### config.mk
export PLATFORM = sky130hd
export DESIGN_NAME = hsvih_cfg
export DESIGN_NICKNAME = d
export VERILOG_FILES = /design/src/hsv_integral_histogram_macros.svh /design/src/hsvih_pkg.sv /design/src/hsvih_cfg.sv
export SDC_FILE = /design/constraint.sdc
export NUM_CORES = 1
export LEC_CHECK = 0
export CORE_AREA = 3 3 237 239
export CTS_BUF_LIST = sky130_fd_sc_hd__clkbuf_16
export DETAILED_ROUTE_END_ITERATION = 12
export DIE_AREA = 0 0 240 242
export DONT_BUFFER_PORTS = 1
export HOLD_SLACK_MARGIN = 0.15
export SYNTH_ARGS = -nofsm -noshare
export SYNTH_HDL_FRONTEND = slang
export SYNTH_SLANG_ARGS = --single-unit
### constraint.sdc
create_clock -name aclk -period 1 [get_ports aclk]
set_clock_uncertainty 0.05 [all_clocks]
set_input_delay 0.1 -clock aclk [delete_from_list [all_inputs] [get_ports aclk]]
set_output_delay 0.1 -clock aclk [all_outputs]
set_load 0.05 [all_outputs]
### src/hsv_integral_histogram_macros.svh
// assertion macros for the hsv integral histogram block
// used by the top level; expects aclk and aresetn in the including scope
`ifndef HSV_INTEGRAL_HISTOGRAM_MACROS_SVH
`define HSV_INTEGRAL_HISTOGRAM_MACROS_SVH
`ifndef SYNTHESIS
// property must hold at every clock edge out of reset
`define HSVIH_ASSERT(name, prop, msg) \
    name: assert property (@(posedge aclk) disable iff (!aresetn) (prop)) else $error(msg);
// expression must never be true out of reset
`define HSVIH_NEVER(name, expr, msg) `HSVIH_ASSERT(name, !(expr), msg)
`else
`define HSVIH_ASSERT(name, prop, msg)
`define HSVIH_NEVER(name, expr, msg)
`endif
`endif

### src/hsvih_pkg.sv
// shared types and constants of the hsv integral histogram block
// no dependencies; imported by the config, controller, datapath and top modules
package hsvih_pkg;

    // fixed field widths
    localparam int SAMPLE_W     = 8;
    localparam int EDGE_W       = 9;
    localparam int EDGES_PER_REG = 7;
    localparam int EDGE_REGS    = 3;
    localparam int EDGE_SLOTS   = EDGES_PER_REG * EDGE_REGS;
    localparam int EDGE_BUS_W   = 64 * EDGE_REGS;
    localparam int CH_W         = 6;
    localparam int BIN_W        = 5;
    localparam int COUNT_W      = 21;
    localparam int ROWSUM_W     = 11;
    localparam int SIZE_CFG_W   = 11;
    localparam int SIZE_W       = 13;
    localparam int IN_TDATA_W   = 24;
    localparam int OUT_TDATA_W  = 32;
    localparam int CFG_IDX_W    = 3;
    localparam int CFG_DATA_W   = 64;

    // configuration register indexes
    localparam logic [CFG_IDX_W-1:0] REG_IMAGE_WIDTH    = 3'd0;
    localparam logic [CFG_IDX_W-1:0] REG_IMAGE_HEIGHT   = 3'd1;
    localparam logic [CFG_IDX_W-1:0] REG_HUE_EDGES_A    = 3'd2;
    localparam logic [CFG_IDX_W-1:0] REG_HUE_EDGES_B    = 3'd3;
    localparam logic [CFG_IDX_W-1:0] REG_HUE_EDGES_C    = 3'd4;
    localparam logic [CFG_IDX_W-1:0] REG_SATVAL_EDGES_A = 3'd5;
    localparam logic [CFG_IDX_W-1:0] REG_SATVAL_EDGES_B = 3'd6;
    localparam logic [CFG_IDX_W-1:0] REG_SATVAL_EDGES_C = 3'd7;

    // which sample a channel bins
    typedef enum logic [2:0] {
        KIND_HUE = 3'b001,
        KIND_SAT = 3'b010,
        KIND_VAL = 3'b100
    } kind_t;

    // controller to datapath commands
    typedef struct packed {
        logic              load;
        logic              issue;
        logic [CH_W-1:0]   ch;
        kind_t             kind;
        logic [BIN_W-1:0]  bin;
        logic              last;
        logic              first_row;
        logic              first_col;
    } cmd_t;

    // edge n of a packed edge bus, zero past the last slot
    function automatic logic [EDGE_W-1:0] edge_at(input logic [EDGE_BUS_W-1:0] regs,
                                                  input logic [BIN_W-1:0] n);
        logic [EDGE_W-1:0] result;
        result = '0;
        for (int i = 0; i < EDGE_SLOTS; i++) begin
            if (n == BIN_W'(i)) begin
                result = regs[(i / EDGES_PER_REG) * 64 + EDGE_W * (i % EDGES_PER_REG) +: EDGE_W];
            end
        end
        return result;
    endfunction

endpackage

### src/hsvih_cfg.sv
// configuration register file: image size and packed bin edges
// depends on hsvih_pkg
module hsvih_cfg (
    input  logic                              aclk,
    input  logic                              aresetn,
    input  logic                              cfg_valid,
    output logic                              cfg_ready,
    input  logic [hsvih_pkg::CFG_IDX_W-1:0]   cfg_index,
    input  logic [hsvih_pkg::CFG_DATA_W-1:0]  cfg_data,
    output logic [hsvih_pkg::SIZE_CFG_W-1:0]  image_width,
    output logic [hsvih_pkg::SIZE_CFG_W-1:0]  image_height,
    output logic [hsvih_pkg::EDGE_BUS_W-1:0]  hue_edges,
    output logic [hsvih_pkg::EDGE_BUS_W-1:0]  satval_edges
);
    import hsvih_pkg::*;

    logic [SIZE_CFG_W-1:0] width_reg;
    logic [SIZE_CFG_W-1:0] height_reg;
    logic [CFG_DATA_W-1:0] hue_a_reg, hue_b_reg, hue_c_reg;
    logic [CFG_DATA_W-1:0] sv_a_reg, sv_b_reg, sv_c_reg;

    // writes are always taken
    assign cfg_ready = 1'b1;

    // register writes
    always_ff @(posedge aclk) begin
        if (!aresetn) begin
            width_reg  <= SIZE_CFG_W'(1024);
            height_reg <= SIZE_CFG_W'(1024);
            hue_a_reg  <= '0;
            hue_b_reg  <= '0;
            hue_c_reg  <= '0;
            sv_a_reg   <= '0;
            sv_b_reg   <= '0;
            sv_c_reg   <= '0;
        end else if (cfg_valid) begin
            case (cfg_index)
                REG_IMAGE_WIDTH:    width_reg  <= cfg_data[SIZE_CFG_W-1:0];
                REG_IMAGE_HEIGHT:   height_reg <= cfg_data[SIZE_CFG_W-1:0];
                REG_HUE_EDGES_A:    hue_a_reg  <= cfg_data;
                REG_HUE_EDGES_B:    hue_b_reg  <= cfg_data;
                REG_HUE_EDGES_C:    hue_c_reg  <= cfg_data;
                REG_SATVAL_EDGES_A: sv_a_reg   <= cfg_data;
                REG_SATVAL_EDGES_B: sv_b_reg   <= cfg_data;
                REG_SATVAL_EDGES_C: sv_c_reg   <= cfg_data;
                default: begin
                end
            endcase
        end
    end

    assign image_width  = width_reg;
    assign image_height = height_reg;
    assign hue_edges    = {hue_c_reg, hue_b_reg, hue_a_reg};
    assign satval_edges = {sv_c_reg, sv_b_reg, sv_a_reg};

endmodule

==> impl_metrics.ini <==
[setup_path]
setup.worst_path.start_class = flop
cp_max_fo = 2
required_ns = 0.85
end_kind = output port
crit_type = reg -> out
critical_path_arrival_ns = 1.11
cpLargestDelayFamily = flip-flops
crit_path_cell_trace = buf_8
max_stage_delay_ns = 0.39
worst-path-buf-inv = 1
worst_path_max_delay_cell = dfxtp_4

[finish]
multiInputGateArea_um2 = 5960
register_area_um2 = 8650
final_cell_mix = 468 x nand2_1, 406 x mux2i_1, 401 x dfxtp_2
syn2layout_area_growth_pct = 69.5
layout_commonest_cell = nand2_1
drive_gt1_frac = 0.520
diodes = 0
finalCoreUtilization = 0.457
final_nets = 2007
fillers = 4645

[min_path]
hold_path_class = in -> reg

[sta]
final_hold_viol_count = 236
setup_viol = 406
post-route-period-util = 1.26
slew_headroom = 0.453
worst_slack_ns = -0.259
fin_crit_ns = 1.26
fmax_mhz = 794
whs_ns = -0.327
finalMaxSlewViolations = 0
rsz0062_at_grt = true
tightest_slew_ns = 0.821

[die]
rows = 85
core_um2 = 54000
io_pins = 477
die_area_um2 = 58100
initial_utilization = 0.270
die_height_um = 242
die_x_um = 240

[clock_network]
ctsRootBufferMaster = clkbuf_16
cts_made_buffers = 45
path_clk_slew_ns = 0.07
h-tree-depth = 2
tritoncts = yes
cts_buffer_depth = 3
clock-sinks = 406
clock_latency_ns = 0.55

[placement]
post-place-ws_ns = -0.172
post-dp-hpwl_um = 32800
portBuffers = 0
place.gp.congestion = 0.775

[logic_synthesis]
syn-num-nets = 1461
synthesis.instances = 1391
yosysSeqAreaShare = 0.558
yosys_warnings = 0
syn_area_per_cell_um2 = 10.5
synth_cell_types = 15
ys_ff_latch = 406
synth_area_um2 = 14600

[drt]
drtIter0Drc = 503
vias = 12200
dr.pass1.iters = 4
wl_per_cell_um = 19.9
drtAntennaViolNets = 0
drc = 0
viasPerCell = 4.58
drt-total-wl_um = 53100

[global_route]
grt_max_degree = 472
track_usage = 0.169
grt_pass1_wl_um = 76200
grt-ovfl-total = 0
grt_antenna_before_repair = 0
grt_pass1_vias = 12300

[pwr]
peakVddDrop_uv = 1110
power.density_nw_per_um2 = 1480
cellLeakagePower_nw = 12.0

[outcome]
status = complete, but fails checks
failed_checks = hold timing, setup timing

[run]
maxCapViolations = 0
-- worst paths after layout --
path | start | to | slack [ns] | cells past startpoint
hold reg to reg | hue_c_reg[12] | hue_c_reg[12] | 0.42 | 2
setup reg to reg | hue_c_reg[21] | hue_c_reg[21] | 0.02 | 4
hold / removal | aresetn | sv_b_reg[49] | -0.33 | 2
setup / recovery | image_width[8] | image_width[8] | -0.26 | 1
-- cell families (layout without fill, tap and decap cells) --
kind of cell,Yosys count,after routing,share of synthesized area
muxes,406,406,0.279
DFF,406,406,0.558
and+or+nand+nor,480,480,0.128
other,1,1,0.000257
buffers and inverters,98,674,0.0352
-- per-stage QoR --
step	cells	hold WS [ns]	TNS, ns	instance area [um2]	total power [mW]
3_3_place_gp	2447	0.230	-12.26	18700	20.3
4_1_cts	2565	-0.376	-95.65	23700	36.7
6_report	2663	-0.327	-78.67	24700	36.5
3_5_place_dp	2447	0.238	-16.81	18700	20.3
2_1_floorplan	1391	0.220	-0.799	14600	19.4
5_1_grt	2663	-0.373	-98.53	24700	37.8
-- synthesized netlist by cell type (all sizes together) --
cell     count  area [um2]
dfxtp      406        8130
nand4bb      2        22.5
mux2i      406        4060
or4b         1        13.8
clkbuf      47         176
conb         1        3.75
nand2      468        1760
and4bb       2        25.0
nand4        1        6.26
nor2b        3        18.8
buf         51         337
nand4b       3        26.3
-- report_power, final --
part	switching [mW]	internal, mW
clock	6.74	8.91
sequential	0.337	16.6
combinational	2.32	1.64
total	9.40	27.1
-- final cells by class --
| type | instances | share of cell area |
|---|---|---|
| well taps | 696 | 0.0352 |
| clock buffers | 45 | 0.0456 |
| clock inverters | 32 | 0.00907 |
| multi-input cells | 887 | 0.241 |
| repair buffers | 597 | 0.319 |
| flip-flops and latches | 406 | 0.350 |
-- repair_timing --
action / 4_1_cts / 5_1_grt
endpoints found under the setup margin: 406 / 406
resized for setup: 1172 / 44
setup buffers: 36 / 64
hold endpoints to repair: 406 / 406
hold buffers: 5 / 34
-- routing by layer --
| metal | up-vias | track usage | wire (um) |
|---|---|---|---|
| met5 | - | 0 | 0 |
| met4 | 0 | 0.0736 | 2370 |
| met3 | 127 | 0.0464 | 3200 |
| met2 | 391 | 0.297 | 27000 |
| met1 | 6015 | 0.191 | 20500 |
| li1 | 5663 | - | - |
Note: power is estimated with default switching activity, not from simulation.
