[src/hsv_integral_histogram_macros.svh]
// assertion macros for the hsv integral histogram block
// used by the top level; expects aclk and aresetn in the including scope
`ifndef HSV_INTEGRAL_HISTOGRAM_MACROS_SVH
`define HSV_INTEGRAL_HISTOGRAM_MACROS_SVH
`ifndef SYNTHESIS
// property must hold at every clock edge out of reset
`define HSVIH_ASSERT(name, prop, msg) \
    name: assert property (@(posedge aclk) disable iff (!aresetn) (prop)) else $error(msg);
// expression must never be true out of reset
`define HSVIH_NEVER(name, expr, msg) `HSVIH_ASSERT(name, !(expr), msg)
`else
`define HSVIH_ASSERT(name, prop, msg)
`define HSVIH_NEVER(name, expr, msg)
`endif
`endif

[src/hsvih_pkg.sv]
// shared types and constants of the hsv integral histogram block
// no dependencies; imported by the config, controller, datapath and top modules
package hsvih_pkg;

    // fixed field widths
    localparam int SAMPLE_W     = 8;
    localparam int EDGE_W       = 9;
    localparam int EDGES_PER_REG = 7;
    localparam int EDGE_REGS    = 3;
    localparam int EDGE_SLOTS   = EDGES_PER_REG * EDGE_REGS;
    localparam int EDGE_BUS_W   = 64 * EDGE_REGS;
    localparam int CH_W         = 6;
    localparam int BIN_W        = 5;
    localparam int COUNT_W      = 21;
    localparam int ROWSUM_W     = 11;
    localparam int SIZE_CFG_W   = 11;
    localparam int SIZE_W       = 13;
    localparam int IN_TDATA_W   = 24;
    localparam int OUT_TDATA_W  = 32;
    localparam int CFG_IDX_W    = 3;
    localparam int CFG_DATA_W   = 64;

    // configuration register indexes
    localparam logic [CFG_IDX_W-1:0] REG_IMAGE_WIDTH    = 3'd0;
    localparam logic [CFG_IDX_W-1:0] REG_IMAGE_HEIGHT   = 3'd1;
    localparam logic [CFG_IDX_W-1:0] REG_HUE_EDGES_A    = 3'd2;
    localparam logic [CFG_IDX_W-1:0] REG_HUE_EDGES_B    = 3'd3;
    localparam logic [CFG_IDX_W-1:0] REG_HUE_EDGES_C    = 3'd4;
    localparam logic [CFG_IDX_W-1:0] REG_SATVAL_EDGES_A = 3'd5;
    localparam logic [CFG_IDX_W-1:0] REG_SATVAL_EDGES_B = 3'd6;
    localparam logic [CFG_IDX_W-1:0] REG_SATVAL_EDGES_C = 3'd7;

    // which sample a channel bins
    typedef enum logic [2:0] {
        KIND_HUE = 3'b001,
        KIND_SAT = 3'b010,
        KIND_VAL = 3'b100
    } kind_t;

    // controller to datapath commands
    typedef struct packed {
        logic              load;
        logic              issue;
        logic [CH_W-1:0]   ch;
        kind_t             kind;
        logic [BIN_W-1:0]  bin;
        logic              last;
        logic              first_row;
        logic              first_col;
    } cmd_t;

    // edge n of a packed edge bus, zero past the last slot
    function automatic logic [EDGE_W-1:0] edge_at(input logic [EDGE_BUS_W-1:0] regs,
                                                  input logic [BIN_W-1:0] n);
        logic [EDGE_W-1:0] result;
        result = '0;
        for (int i = 0; i < EDGE_SLOTS; i++) begin
            if (n == BIN_W'(i)) begin
                result = regs[(i / EDGES_PER_REG) * 64 + EDGE_W * (i % EDGES_PER_REG) +: EDGE_W];
            end
        end
        return result;
    endfunction

endpackage

[src/hsvih_ctrl.sv]
// controller: pixel handshake, channel sequencing and raster position
// depends on hsvih_pkg
module hsvih_ctrl #(
    parameter int MAX_WIDTH  = 1024,
    parameter int MAX_HEIGHT = 1024,
    parameter int HUE_BINS   = 17,
    parameter int SV_BINS    = 16,
    parameter int XW         = 10
) (
    input  logic                              aclk,
    input  logic                              aresetn,
    input  logic                              s_tvalid,
    output logic                              s_tready,
    input  logic                              stall,
    input  logic [hsvih_pkg::SIZE_CFG_W-1:0]  image_width,
    input  logic [hsvih_pkg::SIZE_CFG_W-1:0]  image_height,
    output hsvih_pkg::cmd_t                   cmd,
    output logic [XW-1:0]                     col
);
    import hsvih_pkg::*;

    localparam int NUM_CH = HUE_BINS + 2 * SV_BINS;
    localparam int YW     = (MAX_HEIGHT > 1) ? $clog2(MAX_HEIGHT) : 1;

    typedef enum logic [1:0] {
        ST_IDLE = 2'b01,
        ST_RUN  = 2'b10
    } state_t;

    state_t            state_reg, state_next;
    logic [CH_W-1:0]   ch_reg, ch_next;
    kind_t             kind_reg, kind_next;
    logic [BIN_W-1:0]  bin_reg, bin_next;
    logic [XW-1:0]     col_reg, col_next;
    logic [YW-1:0]     row_reg, row_next;

    logic              issue;
    logic              last;
    logic [SIZE_W-1:0] w_ext, h_ext, w_eff, h_eff, col_inc, row_inc;

    // effective frame size: zero acts as one, clamp to the maximum
    always_comb begin
        w_ext = SIZE_W'(image_width);
        h_ext = SIZE_W'(image_height);
        if (w_ext == '0) begin
            w_eff = SIZE_W'(1);
        end else if (w_ext > SIZE_W'(MAX_WIDTH)) begin
            w_eff = SIZE_W'(MAX_WIDTH);
        end else begin
            w_eff = w_ext;
        end
        if (h_ext == '0) begin
            h_eff = SIZE_W'(1);
        end else if (h_ext > SIZE_W'(MAX_HEIGHT)) begin
            h_eff = SIZE_W'(MAX_HEIGHT);
        end else begin
            h_eff = h_ext;
        end
    end

    assign s_tready = (state_reg == ST_IDLE);
    assign issue    = (state_reg == ST_RUN) && !stall;
    assign last     = (ch_reg == CH_W'(NUM_CH - 1));
    assign col_inc  = SIZE_W'(col_reg) + SIZE_W'(1);
    assign row_inc  = SIZE_W'(row_reg) + SIZE_W'(1);

    // channel sequencing and position update
    always_comb begin
        state_next = state_reg;
        ch_next    = ch_reg;
        kind_next  = kind_reg;
        bin_next   = bin_reg;
        col_next   = col_reg;
        row_next   = row_reg;
        case (state_reg)
            ST_IDLE: begin
                if (s_tvalid) begin
                    state_next = ST_RUN;
                end
            end
            ST_RUN: begin
                if (issue) begin
                    if (last) begin
                        state_next = ST_IDLE;
                        ch_next    = '0;
                        kind_next  = KIND_HUE;
                        bin_next   = '0;
                        if (col_inc >= w_eff) begin
                            col_next = '0;
                            if (row_inc >= h_eff) begin
                                row_next = '0;
                            end else begin
                                row_next = row_inc[YW-1:0];
                            end
                        end else begin
                            col_next = col_inc[XW-1:0];
                        end
                    end else begin
                        ch_next  = ch_reg + CH_W'(1);
                        bin_next = bin_reg + BIN_W'(1);
                        if (kind_reg == KIND_HUE && bin_reg == BIN_W'(HUE_BINS - 1)) begin
                            kind_next = KIND_SAT;
                            bin_next  = '0;
                        end else if (kind_reg == KIND_SAT &&
                                     bin_reg == BIN_W'(SV_BINS - 1)) begin
                            kind_next = KIND_VAL;
                            bin_next  = '0;
                        end
                    end
                end
            end
            default: begin
                state_next = ST_IDLE;
            end
        endcase
    end

    always_ff @(posedge aclk) begin
        if (!aresetn) begin
            state_reg <= ST_IDLE;
            ch_reg    <= '0;
            kind_reg  <= KIND_HUE;
            bin_reg   <= '0;
            col_reg   <= '0;
            row_reg   <= '0;
        end else begin
            state_reg <= state_next;
            ch_reg    <= ch_next;
            kind_reg  <= kind_next;
            bin_reg   <= bin_next;
            col_reg   <= col_next;
            row_reg   <= row_next;
        end
    end

    // commands to the datapath
    always_comb begin
        cmd.load      = s_tvalid && s_tready;
        cmd.issue     = issue;
        cmd.ch        = ch_reg;
        cmd.kind      = kind_reg;
        cmd.bin       = bin_reg;
        cmd.last      = last;
        cmd.first_row = (row_reg == '0);
        cmd.first_col = (col_reg == '0);
    end

    assign col = col_reg;

endmodule

[config.mk]
export PLATFORM = sky130hd
export DESIGN_NAME = hsvih_ctrl
export DESIGN_NICKNAME = d
export VERILOG_FILES = /design/src/hsv_integral_histogram_macros.svh /design/src/hsvih_pkg.sv /design/src/hsvih_ctrl.sv
export SDC_FILE = /design/constraint.sdc
export NUM_CORES = 1
export LEC_CHECK = 0
export BUFFER_PORTS_ARGS = -buffer_cell sky130_fd_sc_hd__buf_2
export CORE_UTILIZATION = 51
export CTS_BUF_LIST = sky130_fd_sc_hd__clkbuf_2 sky130_fd_sc_hd__clkbuf_4 sky130_fd_sc_hd__clkbuf_8
export DETAILED_ROUTE_END_ITERATION = 8
export PLACE_DENSITY = 0.79
export SKIP_CTS_REPAIR_TIMING = 1
export SYNTH_ARGS = -nofsm -noshare
export SYNTH_HDL_FRONTEND = slang
export SYNTH_SLANG_ARGS = --single-unit
[constraint.sdc]
create_clock -name aclk -period 2.6 [get_ports aclk]
set_input_delay 0.39 -clock aclk [delete_from_list [all_inputs] [get_ports aclk]]
set_output_delay 0.39 -clock aclk [all_outputs]
set_load 0.03 [all_outputs]
==> results.py <==
metrics = {
    "outcome": {
        "run_status": "finished, violations left",
        "violations_in_the_final_reports": "setup timing",
    },
    "finish": {
        "antenna_cells": 0,
        "final_stage_net_count": 469,
        "layout.cells.most_common_list": "buf_2 (56), buf_4 (50), nand2_1 (41)",
        "post-route-util_pct": 77.2,
        "synthToLayoutAreaGrowth_pct": 44.7,
        "final_common_cell": "buf_2",
        "fillCellCount": 344,
        "drive_above_1_share_pct": 40.3,
        "final_cell_area_um2": 3670,
    },
    "synth": {
        "post-synth-top-area-cell": "dfxtp_1",
        "mappedNetlistNets": 364,
        "yosysTopAreaCellShare_pct": 28.4,
        "synth_cell_types": 53,
        "synth_flop_cell": "dfxtp_1",
        "mappedNetlistArea_um2": 2540,
        "yosys-top-cells-area": "dfxtp_1 (28%), ha_1 (15%), nand2_1 (6.1%)",
        "count_of_flip_flops_with_a_built_in_enable_after_synthesis": 0,
        "postSynth.asyncResetShare_pct": 0,
        "synth_cells": 308,
        "synth_sequential_area_ratio_pct": 28.4,
        "yosys_warnings": 0,
        "average_size_of_a_mapped_cell_um2": 8.24,
        "ys_seq_elements": 36,
    },
    "clock_tree": {
        "tritoncts_clock_tree": "yes",
        "cts-htree-levels": 2,
        "worst_skew_late_latency_ps": 300,
        "max-clock-path-buffers": 2,
        "cts.clk_slew.worst_paths_ps": 80,
        "cts_sinks": 36,
        "clock_tree.root_cell": "clkbuf_8",
        "cts_inserted_buffers": 5,
    },
    "floorplan": {
        "start_util_pct": 53.4,
        "die-area_um2": 5260,
        "placement_rows": 25,
        "io_pins": 56,
        "die-width_um": 72.5,
        "die-height_um": 72.5,
        "core_um2": 4750,
    },
    "worst_setup_path": {
        "worstReg2RegEnd": "col[5]",
        "timing.rr.start": "col[4]",
        "worst_r2r_path_depth": 12,
        "crit_required_ps": 2820,
        "critPathArrivalTime_ps": 2940,
        "worst-path-max-fanout": 4,
        "startpoint_of_the_most_critical_setup_path": "col[4]",
        "criticalPathCategory": "register to register",
        "cp-endpoint": "col[5]",
        "crit_path_start_kind": "register",
        "reg2reg_setup_slack_ps": -120,
        "cp-end-kind": "register",
    },
    "timing": {
        "setup_slack_ps": -122,
        "unrepaired_setup_endpoints_after_global_routing": "true",
        "achievable-frequency_mhz": 367,
        "timing.final.max_slew_violations": 0,
        "hold_violations": 0,
        "fin_crit_sh_pct": 105,
        "finalCriticalPeriod_ps": 2720,
        "timing_worst_slew_pin_value_ps": 560,
        "max_slew_margin_pct": 62.7,
        "fin_skew_ps": 4.18,
        "setup_viol": 9,
        "timing.setup.tns_ps": -513,
    },
    "drt": {
        "routed_via_density": 5.53,
        "post-route-drc-count": 0,
        "detail_route.iter0.violations": 91,
        "via_count": 2660,
        "routed_wirelength_mm": 7.11,
        "detail_route.first_pass.iterations": 5,
        "postRouteAntennaNets": 0,
        "avgRoutedWirePerCell_um": 14.8,
    },
    "global_route": {
        "grt_start_max_net_pins": 14,
        "globalRouteTotalUtil_pct": 24.6,
        "grt_first_pass_wirelength_mm": 10.1,
        "globalRouteOverflowTotal": 0,
        "first_global_vias": 2369,
        "grt_antenna_before_repair": 0,
    },
    "min_path": {
        "hold_path_stages": 2,
        "holdCritStartpoint": "aresetn",
        "holdCritPathClass": "primary input to register",
    },
    "place": {
        "final_estimated_routing_congestion_in_global_placement": 0.787,
        "dp.final_hpwl_mm": 5.00,
        "place.port_buffers": 55,
        "placedInstanceArea_um2": 3260,
    },
    "power": {
        "vdd.ir_drop.worst_uv": 371,
        "p_leak_nw": 1.74,
        "power_per_cell_area_nw_per_um2": 343,
    },
    "job": {
        "max_cap_violations": 0,
    },
}
[synthesized netlist by cell type, types with 3 or more instances]
cell type,count
nand2_1,41
dfxtp_1,36
ha_1,30
nor2_1,21
a21oi_1,17
inv_1,15
a22o_1,12
xor2_1,12
nand3_1,11
xnor2_1,10
o21ai_0,9
nor4_1,8
and3_1,7
nand4_1,7
nand2b_1,6
a31oi_1,5
and2_1,4
clkbuf_1,4
clkinv_1,3
nand3b_1,3
nor2b_1,3
o21ai_1,3
o21bai_1,3
or3_1,3
[stage by stage]
stage	worst slack, ps	std cells	power [W]	hold WS [ps]
final	-122	481	0.00126	333
after global routing	-266	481	0.00130	346
after CTS	-294	476	0.00123	337
after detailed placement	-245	468	0.000734	481
after global placement	-242	468	0.000728	476
after floorplan	-68.9	308	0.000661	472
[kinds of logic after synthesis]
group           after synthesis  share of synthesized area (%)
simple gates                126                           25.4
compound gates               64                           18.1
flops                        36                           28.4
fa+ha+maj                    30                           14.8
buf+inv                      29                           5.28
xor+xnor                     22                           7.59
mux                           1                          0.394
[critical path: stages, from the launching register on]
cell	delay, ps
dfxtp_4	350
and3_4	220
and3_4	240
nand3_4	90
xnor2_2	140
ha_1	310
nand4_1	220
nor2_4	80
o21a_1	140
a2111oi_4	390
buf_2	210
nand2b_1	70
a31oi_1	170
[worst min path at each step]
| stage | endpoint | slack (ps) |
|---|---|---|
| 2_1_floorplan | state_reg[0] | 470 |
| 3_3_place_gp | kind_reg[0] | 480 |
| 3_5_place_dp | kind_reg[0] | 480 |
| 4_1_cts | state_reg[0] | 340 |
| 5_1_grt | state_reg[0] | 350 |
| 6_report | state_reg[0] | 330 |
[final cells by class]
cell class / count / area, um2 / share of cell area [%]
clock buffer: 6 / 76.3 / 2.08
multi-input combinational: 243 / 1980 / 54.0
clock inverter: 2 / 35.0 / 0.954
tap: 67 / 83.8 / 2.28
inverter: 19 / 71.3 / 1.94
sequential: 36 / 746 / 20.3
timing repair buffer: 108 / 678 / 18.5
[power by group]
group | switching (W) | total, W | leakage (nW) | internal [W]
Clock | 0.000219 | 0.000514 | 0.0586 | 0.000295
Sequential | 0.00000459 | 0.000556 | 0.297 | 0.000551
Combinational | 0.000108 | 0.000189 | 1.38 | 0.0000803
Total | 0.000332 | 0.00126 | 1.74 | 0.000927
[routing by layer]
layer  routed length [um]  global-route usage, %  vias to the layer above
met2                 3690                   43.9                       66
met3                  269                   4.17                       16
met5                    0                      0                        -
met1                 2950                   29.2                     1264
li1                     -                      -                     1314
met4                  195                   9.59                        0
Power figures use the tool's default switching activity.
